## src/hdl/ipid_pkg.sv

```systemverilog
// ----------------------------------------------------------------------------
// ipid_pkg
// Shared types and constants for the incremental PID speed loop.
// ----------------------------------------------------------------------------
package ipid_pkg;

  // configuration register indexes
  localparam logic [2:0] REG_KP    = 3'd0;
  localparam logic [2:0] REG_KI    = 3'd1;
  localparam logic [2:0] REG_KD    = 3'd2;
  localparam logic [2:0] REG_LIMIT = 3'd3;
  localparam logic [2:0] REG_SCALE = 3'd4;

  // register reset values
  localparam logic [15:0] KP_RESET    = 16'd512;
  localparam logic [15:0] KI_RESET    = 16'd333;
  localparam logic [15:0] KD_RESET    = 16'd205;
  localparam logic [14:0] LIMIT_RESET = 15'd1000;
  localparam logic [15:0] SCALE_RESET = 16'd20266;

  // shared multiplier operand select
  localparam logic [1:0] MUL_SPD = 2'd0;  // pulses * speed_scale
  localparam logic [1:0] MUL_P   = 2'd1;  // first difference * kp
  localparam logic [1:0] MUL_I   = 2'd2;  // error * ki
  localparam logic [1:0] MUL_D   = 2'd3;  // second difference * kd

  // controller to datapath commands
  typedef struct packed {
    logic       load_in;    // capture input request
    logic       mul_en;     // register multiplier product
    logic [1:0] mul_sel;    // multiplier operand pair
    logic       calc_err;   // form speed error
    logic       calc_diff;  // form first and second differences
    logic       clr_sum;    // clear increment accumulator
    logic       add_sum;    // add product to increment accumulator
    logic       calc_acc;   // add scaled increment to drive
    logic       commit;     // clamp, update state, load output
  } cmd_t;

  // datapath to controller status
  typedef struct packed {
    logic out_free;         // output register can take a result this cycle
  } sts_t;

endpackage

```

## src/hdl/incremental_pid_speed_loop_core.sv

```systemverilog
// ----------------------------------------------------------------------------
// incremental_pid_speed_loop_core
// Velocity-form PID speed loop for one wheel, one request per control tick.
// ----------------------------------------------------------------------------
// Usage:
//   Input stream (in_*): one request per control tick carrying the target
//   speed and the signed encoder pulse count since the last tick.
//   Output stream (out_*): one result per request with the clamped drive
//   value and the speed error in tdata, and the saturation flag in tuser.
//   Config port (cfg_*): single-cycle writes of the gains, the drive limit
//   and the pulse-to-speed scale; write only while no request is in flight.
// Timing:
//   A request is taken in the idle state; its result shows on out_tvalid
//   after the multiply, add and clamp steps. The next request is taken only
//   once that result is registered, so one request is in flight at a time.
//   The throughput is set by the single shared multiplier, used in turn for
//   the speed scale and the three gain products, plus the add and clamp steps.
// Reset:
//   rst_n (synchronous) restores the register defaults and clears the error
//   history and the drive accumulator; no result is pending afterwards.
// Stall:
//   A result waits in the output register while out_tready is low; a newer
//   request finishes its arithmetic and holds until that register frees up.
// ----------------------------------------------------------------------------
module incremental_pid_speed_loop_core (
  input  logic        clk,
  input  logic        rst_n,
  // request channel
  input  logic        in_tvalid,
  output logic        in_tready,
  input  logic [31:0] in_tdata,   // [15:0] target_speed, [31:16] encoder_pulses
  // result channel
  output logic        out_tvalid,
  input  logic        out_tready,
  output logic [39:0] out_tdata,  // [15:0] drive_value, [32:16] speed_error, zero pad
  output logic        out_tuser,  // [0] saturated
  // configuration writes
  input  logic        cfg_wr_en,
  input  logic [2:0]  cfg_addr,
  input  logic [15:0] cfg_wdata
);
  import ipid_pkg::*;

  cmd_t        cmd;
  sts_t        sts;
  logic [15:0] drive_value;
  logic [16:0] speed_error;

  // sequencer: walks each request through the multiply and accumulate steps
  ipid_ctrl u_ctrl (
    .clk      (clk),
    .rst_n    (rst_n),
    .in_valid (in_tvalid),
    .in_ready (in_tready),
    .sts      (sts),
    .cmd      (cmd)
  );

  // arithmetic, gain registers, error history and output register
  ipid_dp u_dp (
    .clk            (clk),
    .rst_n          (rst_n),
    .cfg_wr_en      (cfg_wr_en),
    .cfg_addr       (cfg_addr),
    .cfg_wdata      (cfg_wdata),
    .target_speed   (in_tdata[15:0]),
    .encoder_pulses (in_tdata[31:16]),
    .cmd            (cmd),
    .sts            (sts),
    .out_valid      (out_tvalid),
    .out_ready      (out_tready),
    .drive_value    (drive_value),
    .speed_error    (speed_error),
    .saturated      (out_tuser)
  );

  assign out_tdata = {7'd0, speed_error, drive_value};

endmodule

```

## src/hdl/ipid_ctrl.sv

```systemverilog
// ----------------------------------------------------------------------------
// ipid_ctrl
// Sequencer for one control tick: multiply steps over a shared multiplier.
// ----------------------------------------------------------------------------
module ipid_ctrl (
  input  logic           clk,
  input  logic           rst_n,
  input  logic           in_valid,
  output logic           in_ready,
  input  ipid_pkg::sts_t sts,
  output ipid_pkg::cmd_t cmd
);
  import ipid_pkg::*;

  localparam logic [3:0] ST_IDLE = 4'd0;
  localparam logic [3:0] ST_SPD  = 4'd1;
  localparam logic [3:0] ST_ERR  = 4'd2;
  localparam logic [3:0] ST_DIFF = 4'd3;
  localparam logic [3:0] ST_MP   = 4'd4;
  localparam logic [3:0] ST_MI   = 4'd5;
  localparam logic [3:0] ST_MD   = 4'd6;
  localparam logic [3:0] ST_AD   = 4'd7;
  localparam logic [3:0] ST_ACC  = 4'd8;
  localparam logic [3:0] ST_DONE = 4'd9;

  logic [3:0] state_r;
  logic [3:0] state_nxt;

  always_ff @(posedge clk) begin
    if (!rst_n) begin
      state_r <= ST_IDLE;
    end else begin
      state_r <= state_nxt;
    end
  end

  assign in_ready = (state_r == ST_IDLE);

  always_comb begin
    state_nxt = state_r;
    cmd       = '0;
    case (state_r)
      ST_IDLE: begin
        if (in_valid) begin
          cmd.load_in = 1'b1;
          state_nxt   = ST_SPD;
        end
      end
      ST_SPD: begin
        cmd.mul_en  = 1'b1;
        cmd.mul_sel = MUL_SPD;
        state_nxt   = ST_ERR;
      end
      ST_ERR: begin
        cmd.calc_err = 1'b1;
        state_nxt    = ST_DIFF;
      end
      ST_DIFF: begin
        cmd.calc_diff = 1'b1;
        cmd.clr_sum   = 1'b1;
        state_nxt     = ST_MP;
      end
      ST_MP: begin
        cmd.mul_en  = 1'b1;
        cmd.mul_sel = MUL_P;
        state_nxt   = ST_MI;
      end
      ST_MI: begin
        cmd.mul_en  = 1'b1;
        cmd.mul_sel = MUL_I;
        cmd.add_sum = 1'b1;
        state_nxt   = ST_MD;
      end
      ST_MD: begin
        cmd.mul_en  = 1'b1;
        cmd.mul_sel = MUL_D;
        cmd.add_sum = 1'b1;
        state_nxt   = ST_AD;
      end
      ST_AD: begin
        cmd.add_sum = 1'b1;
        state_nxt   = ST_ACC;
      end
      ST_ACC: begin
        cmd.calc_acc = 1'b1;
        state_nxt    = ST_DONE;
      end
      ST_DONE: begin
        // hold here while the previous result is still waiting
        if (sts.out_free) begin
          cmd.commit = 1'b1;
          state_nxt  = ST_IDLE;
        end
      end
      default: begin
        state_nxt = ST_IDLE;
      end
    endcase
  end

endmodule

```

## src/hdl/ipid_dp.sv

```systemverilog
// ----------------------------------------------------------------------------
// ipid_dp
// Datapath: gain registers, shared multiplier, error history, clamp, output.
// ----------------------------------------------------------------------------
module ipid_dp (
  input  logic           clk,
  input  logic           rst_n,
  input  logic           cfg_wr_en,
  input  logic [2:0]     cfg_addr,
  input  logic [15:0]    cfg_wdata,
  input  logic [15:0]    target_speed,
  input  logic [15:0]    encoder_pulses,
  input  ipid_pkg::cmd_t cmd,
  output ipid_pkg::sts_t sts,
  output logic           out_valid,
  input  logic           out_ready,
  output logic [15:0]    drive_value,
  output logic [16:0]    speed_error,
  output logic           saturated
);
  import ipid_pkg::*;

  // configuration
  logic [15:0] kp_r, ki_r, kd_r, scale_r;
  logic [14:0] limit_r;

  always_ff @(posedge clk) begin
    if (!rst_n) begin
      kp_r    <= KP_RESET;
      ki_r    <= KI_RESET;
      kd_r    <= KD_RESET;
      limit_r <= LIMIT_RESET;
      scale_r <= SCALE_RESET;
    end else if (cfg_wr_en) begin
      case (cfg_addr)
        REG_KP:    kp_r    <= cfg_wdata;
        REG_KI:    ki_r    <= cfg_wdata;
        REG_KD:    kd_r    <= cfg_wdata;
        REG_LIMIT: limit_r <= cfg_wdata[14:0];
        REG_SCALE: scale_r <= cfg_wdata;
        default: ;
      endcase
    end
  end

  // working registers (payload, no reset)
  logic signed [15:0] target_r;
  logic signed [15:0] pulses_r;
  logic signed [35:0] prod_r;
  logic signed [16:0] err_r;
  logic signed [17:0] d1_r;
  logic signed [18:0] d2_r;
  logic signed [37:0] sum_r;
  logic signed [30:0] accsum_r;

  // tick history (control state)
  logic signed [17:0] e1_r, e2_r;
  logic signed [15:0] drv_r;

  // output register
  logic               out_valid_r;
  logic [15:0]        out_drive_r;
  logic [16:0]        out_err_r;
  logic               out_sat_r;

  // shared multiplier: 19-bit signed by 17-bit signed (gain zero extended)
  logic signed [18:0] mul_a;
  logic signed [16:0] mul_b;
  logic signed [35:0] mul_p;

  always_comb begin
    case (cmd.mul_sel)
      MUL_SPD: begin
        mul_a = {{3{pulses_r[15]}}, pulses_r};
        mul_b = $signed({1'b0, scale_r});
      end
      MUL_P: begin
        mul_a = {d1_r[17], d1_r};
        mul_b = $signed({1'b0, kp_r});
      end
      MUL_I: begin
        mul_a = {{2{err_r[16]}}, err_r};
        mul_b = $signed({1'b0, ki_r});
      end
      MUL_D: begin
        mul_a = d2_r;
        mul_b = $signed({1'b0, kd_r});
      end
      default: begin
        mul_a = '0;
        mul_b = '0;
      end
    endcase
  end

  assign mul_p = mul_a * mul_b;

  // measured speed: product / 65536, toward zero
  logic signed [19:0] meas_c;
  logic signed [16:0] err_c;
  assign meas_c = prod_r[35:16] + 20'((prod_r[35] && (prod_r[15:0] != '0)) ? 1 : 0);
  assign err_c  = {target_r[15], target_r} - meas_c[16:0];

  // differences
  logic signed [17:0] d1_c;
  logic signed [18:0] d2_c;
  assign d1_c = {err_r[16], err_r} - e1_r;
  assign d2_c = {{2{err_r[16]}}, err_r} - {e1_r, 1'b0} + {e2_r[17], e2_r};

  // increment: sum / 256, toward zero
  logic signed [29:0] inc_c;
  logic signed [30:0] accsum_c;
  assign inc_c    = sum_r[37:8] + 30'((sum_r[37] && (sum_r[7:0] != '0)) ? 1 : 0);
  assign accsum_c = {{15{drv_r[15]}}, drv_r} + {inc_c[29], inc_c};

  // clamp to +-limit
  logic signed [30:0] lim_pos, lim_neg;
  logic signed [15:0] clamp_c;
  logic               sat_c;
  assign lim_pos = $signed({16'd0, limit_r});
  assign lim_neg = -lim_pos;

  always_comb begin
    clamp_c = accsum_r[15:0];
    sat_c   = 1'b0;
    if (accsum_r > lim_pos) begin
      clamp_c = lim_pos[15:0];
      sat_c   = 1'b1;
    end else if (accsum_r < lim_neg) begin
      clamp_c = lim_neg[15:0];
      sat_c   = 1'b1;
    end
  end

  always_ff @(posedge clk) begin
    if (cmd.load_in) begin
      target_r <= target_speed;
      pulses_r <= encoder_pulses;
    end
    if (cmd.mul_en)    prod_r   <= mul_p;
    if (cmd.calc_err)  err_r    <= err_c;
    if (cmd.calc_diff) begin
      d1_r <= d1_c;
      d2_r <= d2_c;
    end
    if (cmd.clr_sum) begin
      sum_r <= '0;
    end else if (cmd.add_sum) begin
      sum_r <= sum_r + {{2{prod_r[35]}}, prod_r};
    end
    if (cmd.calc_acc)  accsum_r <= accsum_c;
    if (cmd.commit) begin
      out_drive_r <= clamp_c;
      out_err_r   <= err_r;
      out_sat_r   <= sat_c;
    end
  end

  always_ff @(posedge clk) begin
    if (!rst_n) begin
      e1_r        <= '0;
      e2_r        <= '0;
      drv_r       <= '0;
      out_valid_r <= 1'b0;
    end else begin
      if (cmd.commit) begin
        e2_r  <= e1_r;
        e1_r  <= {err_r[16], err_r};
        drv_r <= clamp_c;
      end
      if (cmd.commit) begin
        out_valid_r <= 1'b1;
      end else if (out_ready) begin
        out_valid_r <= 1'b0;
      end
    end
  end

  assign sts.out_free = !out_valid_r || out_ready;
  assign out_valid    = out_valid_r;
  assign drive_value  = out_drive_r;
  assign speed_error  = out_err_r;
  assign saturated    = out_sat_r;

endmodule

```

## config.mk

```make
export PLATFORM = sky130hd
export DESIGN_NAME = incremental_pid_speed_loop_core
export DESIGN_NICKNAME = d
export VERILOG_FILES = /design/src/hdl/ipid_pkg.sv /design/src/hdl/incremental_pid_speed_loop_core.sv /design/src/hdl/ipid_ctrl.sv /design/src/hdl/ipid_dp.sv
export SDC_FILE = /design/constraint.sdc
export NUM_CORES = 2
export LEC_CHECK = 0
export BUFFER_PORTS_ARGS = -buffer_cell sky130_fd_sc_hd__buf_2
export CORE_MARGIN = 5
export CORE_UTILIZATION = 40
export DETAILED_ROUTE_END_ITERATION = 7
export PLACE_DENSITY = 0.66
export SLEW_MARGIN = 10
export SYNTH_ARGS = -nofsm -noshare
export SYNTH_HDL_FRONTEND = slang
export SYNTH_SLANG_ARGS = --single-unit
```

## constraint.sdc

```tcl
create_clock -name clk -period 12.01 [get_ports clk]
set_input_delay 1.201 -clock clk [delete_from_list [all_inputs] [get_ports clk]]
set_output_delay 1.201 -clock clk [all_outputs]
set_load 0.01 [all_outputs]
```

Word-level counts from Yosys, hierarchy flattened
Cells that the tools add are included.
Cells by class
  $add $sub $neg: 9
  $mul: 1
  order comparisons: 2
  equal/unequal tests: 18
  multiplexer cells: 21
  reductions and logical operators: 17
Operator list (count)
  $pmux 19 s4: 1
  $pmux 17 s4: 1
  $pmux 4 s10: 1
  $add 38x38->38: 1
  $mul 19x17->36: 1
  $mux 16: 2
  $add 16x30->31: 1
  $gt 31x16->1: 1
  $lt 31x31->1: 1
  $neg 15->31: 1
  $add 30x1->30: 1
  $add 19x19->19: 1
  $sub 17x18->19: 1
  $sub 17x17->18: 1
  $add 17x17->17: 1
  $sub 17x17->17: 1
  $eq 4x3->1 const B: 4
  $reduce_bool 16->1: 1
  $mux 1: 12
  $pmux 3 s4: 1
  $reduce_and 2->1: 6
  $eq 4x2->1 const B: 2
  $eq 4x4->1 const B: 2
  $mux 4: 2
  17 further kinds: 21
Storage, ports and cells
  register bits after elaboration: 359
  input port bits: 56

Depth between registers and ports, before layout
  word-level depth: 5
  depth in mapped cells: 31

Hierarchy
Synthesis repeated with hierarchy kept, for this count alone.
Second synthesis, totals
  cell total of the unflattened synthesis: 3465
  area, all modules: 32758.9 µm²
Modules (own cells, without submodules)
  ipid_dp: instances 1, cells an instance 3417, area an instance 32392.3 µm²
  ipid_ctrl: instances 1, cells an instance 40, area an instance 310.3 µm²
  incremental_pid_speed_loop_core: instances 1, cells an instance 8, area an instance 56.3 µm²

Worst setup path after synthesis
OpenSTA, ideal clock, no wires.
  path type: register to register
  from: register u_ctrl.state_r[0]
  to: register u_dp.prod_r[34], data pin
  setup time: 0.259 ns
  arrival: 7.438 ns
  slack: 4.313 ns
  stages on the path, launching flop included: 26
  buffers on the path: 4
  clock period less this slack: 7.697 ns
  cell sequence: dfxtp_1 > clkbuf_1 > nor4b_1 > clkbuf_1 > buf_1 > a22oi_1 > nand2_1 > clkbuf_1 > nand2_1 > fa_1 > inv_1 > fa_1 > fa_1 > fa_1 > fa_1 > inv_1 > fa_1 > inv_1 > ha_1 > or3_1 > o31ai_1 > o21ai_0 > a41oi_1 > o2bb2ai_1 > o21ai_0 > xnor2_1
Between the ends
  word-level cells in the longest chain between the ends: 5
RTL lines
  start, declared: RTL line ipid_ctrl.sv:26  | logic [3:0] state_r;
  start signal, assigned: RTL line ipid_ctrl.sv:33  | state_r <= state_nxt;
  $eq 4x3->1 / $eq 4x1->1 (equally long branches): RTL line ipid_ctrl.sv:42  | case (state_r)
  $pmux 3 s4 *: RTL line ipid_ctrl.sv:42
  $eq 2x2->1, or another cell as far along: RTL line ipid_dp.sv:72  | case (cmd.mul_sel)
  $pmux 19 s4 / $pmux 17 s4 (equally long branches): RTL line ipid_dp.sv:72
  $mul 19x17->36 *: RTL line ipid_dp.sv:96  | assign mul_p = mul_a * mul_b;
  via u_dp.mul_p[34]: RTL line ipid_dp.sv:69  | logic signed [35:0] mul_p;
  end signal, assigned: RTL line ipid_dp.sv:140  | if (cmd.mul_en) prod_r <= mul_p;
  end, declared: RTL line ipid_dp.sv:49  | logic signed [35:0] prod_r;
Mark *: on every way through the listed nets, which the timed path passes. The rest lies on a longest branch. The select of a mux whose other input is x is not followed.
A chain may end at the register's enable or synchronous reset.

Worst setup path after layout
Same ends and word-level chain as after synthesis.

==> key figures <==
Setup path
  – Worst Path Max Fanout: 17
  – Slowest stage delay, CP: 0.78 ns
  – Setup Crit Path Kind: flop to flop
  – CP max stage cell: nor2_2
  – Crit. End Element: flop
  – Critical Path AT: 9.80 ns
  – Worst setup SP type: flop
  – CP required: 12.33 ns
  – Most frequent CP cell: fa_1

Floorplan
  – Core Area: 82200 um^2
  – Die W: 298 um
  – Die height: 298 um
  – I/O pin count: 99
  – Core Rows: 105
  – Full die area: 89000 um^2
  – Initial Util: 40.4%

GRT
  – Met2 GRT Util: 31.9%
  – Initial antenna violation count: 3
  – GR Overflow Total: 0
  – Pin count of the biggest net entering global routing: 95
  – Busiest grt layer: met2
  – First-pass GRT wire length: 138000 um
  – Vias in the first global route: 25.4k
  – Met1 GRT Util: 26.0%
  – Gr usage total: 19.2%
  – GR Layer Usage met3: 3.25%

Detailed routing
  – Avg WL per Cell: 17.8 um
  – DRT Pass-1 Iters: 6
  – Vias: 25.9k
  – Iter 0 DRT Violations: 1788
  – Residual DRC count: 0
  – Via density: 5.30
  – DRT antenna net count: 0
  – WL final: 87100 um

Final layout
  – Share of cells above drive strength 1: 5.92%
  – Finished Core Util: 44.0%
  – NumNets Final: 4440
  – Commonest non-fill, non-tap cell in the layout: nand2_1
  – Area growth from synthesis to layout: 8.88%
  – Layout Cells excl Fill: 4887
  – Commonest cells after routing, fill and taps aside: nand2_1, inv_1, fa_1

Yosys
  – Yosys warnings: 0
  – Register bit total from synthesis: 359
  – Cells after synthesis: 3752
  – Mean Syn Cell Area: 8.86 um^2
  – Post-synth EDFFs: 187
  – Part of the Yosys area used for sequential elements: 27.2%
  – Synth Flop Type: edfxtp_1
  – Netlist cell types: 80
  – Synth Cell Area: 33300 um^2
  – FFs w/ async S/R, synth: 0%

STA
  – Worst Tran Pin Value: 1.27 ns
  – Crit share post-route: 79.0%
  – Final setup fails: 0
  – Setup total negative slack: 0 ns
  – Achievable Freq: 105 MHz
  – Slew HR: 15.0%
  – Final min period: 9.49 ns
  – RSZ-0062 raised after global routing: false
  – Hold Fails Final Rpt: 0
  – Layout Skew: 0.0202 ns
  – Hold slack: 0.462 ns
  – Pins over their slew limit: 0

Run status
  – Status: finished clean

Clock tree
  – Clock-pin transition on the worst setup and hold timing paths: 0.06 ns
  – Num CTS Buffers: 41
  – Max clock buf depth: 3
  – Postcts setup bufs: 0
  – CTS root buf: clkbuf_16
  – H-tree depth: 2
  – Cts hold-fix bufs: 0
  – Num Clock Sinks: 359
  – CTS tree: built
  – Resize count post-CTS: 0
  – Clock Latency Late Sink: 0.57 ns

Placement
  – GP Congestion: 0.941
  – Post-DP HPWL: 68200 um
  – Port bufs: 91
  – Placed insts: 4810

Min path
  – HP Class: flop to flop

Job
  – Max-cap violation count: 0
through the flow:
stage	worst slack [ns]	instance area [um^2]
after floorplan	4.31	33300
after global placement	2.85	34800
after detailed placement	2.60	34800
after CTS	2.50	36200
after global routing	1.85	36200
final	2.52	36200
flip-flops by register name (all words and copies together), names as in the netlist, 4 cells and up:
| register | cells |
|---|---|
| u_dp.ki_r | 16 |
| u_dp.e1_r | 17 |
| u_dp.err_r | 17 |
| u_dp.pulses_r | 16 |
| u_dp.prod_r | 36 |
| u_dp.d1_r | 18 |
| u_dp.drive_value | 16 |
| u_dp.accsum_r | 31 |
| u_dp.d2_r | 19 |
| u_dp.target_r | 16 |
| u_dp.speed_error | 17 |
| u_dp.scale_r | 16 |
| u_dp.kd_r | 16 |
| u_dp.drv_r | 16 |
| u_dp.sum_r | 38 |
| u_dp.kp_r | 16 |
| u_dp.limit_r | 15 |
| u_ctrl.state_r | 4 |
| u_dp.e2_r | 17 |
metal layers:
| metal | part of all wire (%) | wire [um] |
|---|---|---|
| met5 | 0.033 | 29 |
| met4 | 3.6 | 3120 |
| met3 | 6.6 | 5760 |
| met2 | 46 | 40500 |
| met1 | 43 | 37700 |
area by class of cell:
type,instances,area [um^2]
tap,1070,1340
inverter,594,2230
fill,7989,46000
clock buffer,60,1190
timing repair buffer,113,623
multi-input combinational,2674,21500
antenna,1,2.50
sequential,359,9060
clock inverter,16,243
critical path, delay by kind of cell, from the launching register on:
kind	cells	cell delay [ns]
buffers and inverters	6	0.67
AOI/OAI and AO/OA	5	1.93
xor gates and xnor gates	1	0.15
and+or+nand+nor	7	2.47
adders and majority gates	7	3.28
DFF	1	0.72
final timing paths:
check	start	end	slack (ns)	cells past startpoint
hold / removal	u_dp.e2_r[15]	u_dp.e2_r[15]	0.46	2
hold reg to reg	u_dp.e2_r[15]	u_dp.e2_r[15]	0.46	2
setup / recovery	u_ctrl.state_r[0]	u_dp.prod_r[34]	2.52	26
setup reg to reg	u_ctrl.state_r[0]	u_dp.prod_r[34]	2.52	26
kinds of logic after synthesis:
logic type	Yosys count	share of synthesized area [%]
simple gates	1228	16.4
compound gates	656	13.1
flops	359	27.2
fa+ha+maj	601	30.0
mux	20	0.602
other cells	1	0.0113
buf+inv	725	8.29
xor+xnor	162	4.27
synthesized netlist by cell type, drive strengths merged, types with 10 or more instances:
| master | instances | area (um^2) |
|---|---|---|
| edfxtp | 187 | 5620 |
| or3 | 20 | 131 |
| and4 | 19 | 166 |
| a31oi | 22 | 138 |
| xor2 | 42 | 368 |
| a22oi | 30 | 225 |
| ha | 272 | 3400 |
| xnor2 | 120 | 1050 |
| a21o | 55 | 413 |
| inv | 593 | 2230 |
| o31ai | 15 | 113 |
| nor3 | 26 | 130 |
| nand4 | 37 | 231 |
| or2 | 10 | 62.6 |
| nor4 | 27 | 184 |
| a211oi | 21 | 158 |
| a22o | 10 | 87.6 |
| a21oi | 154 | 771 |
| and2 | 29 | 181 |
| buf | 18 | 105 |
| nand3 | 78 | 390 |
| fa | 329 | 6590 |
| a21boi | 99 | 743 |
| nor2 | 253 | 950 |
| clkbuf | 113 | 424 |
| o21ai | 117 | 586 |
| nand2b | 29 | 196 |
| o21a | 33 | 248 |
| nor2b | 28 | 175 |
| nand2 | 628 | 2360 |
| o211ai | 15 | 113 |
| mux2i | 20 | 200 |
| o221a | 10 | 113 |
| dfxtp | 172 | 3440 |
| o21bai | 13 | 97.6 |
| and3 | 25 | 156 |
Power is not shown: default switching activity piles up to over one toggle a cycle in this logic, so the estimate is an artifact.
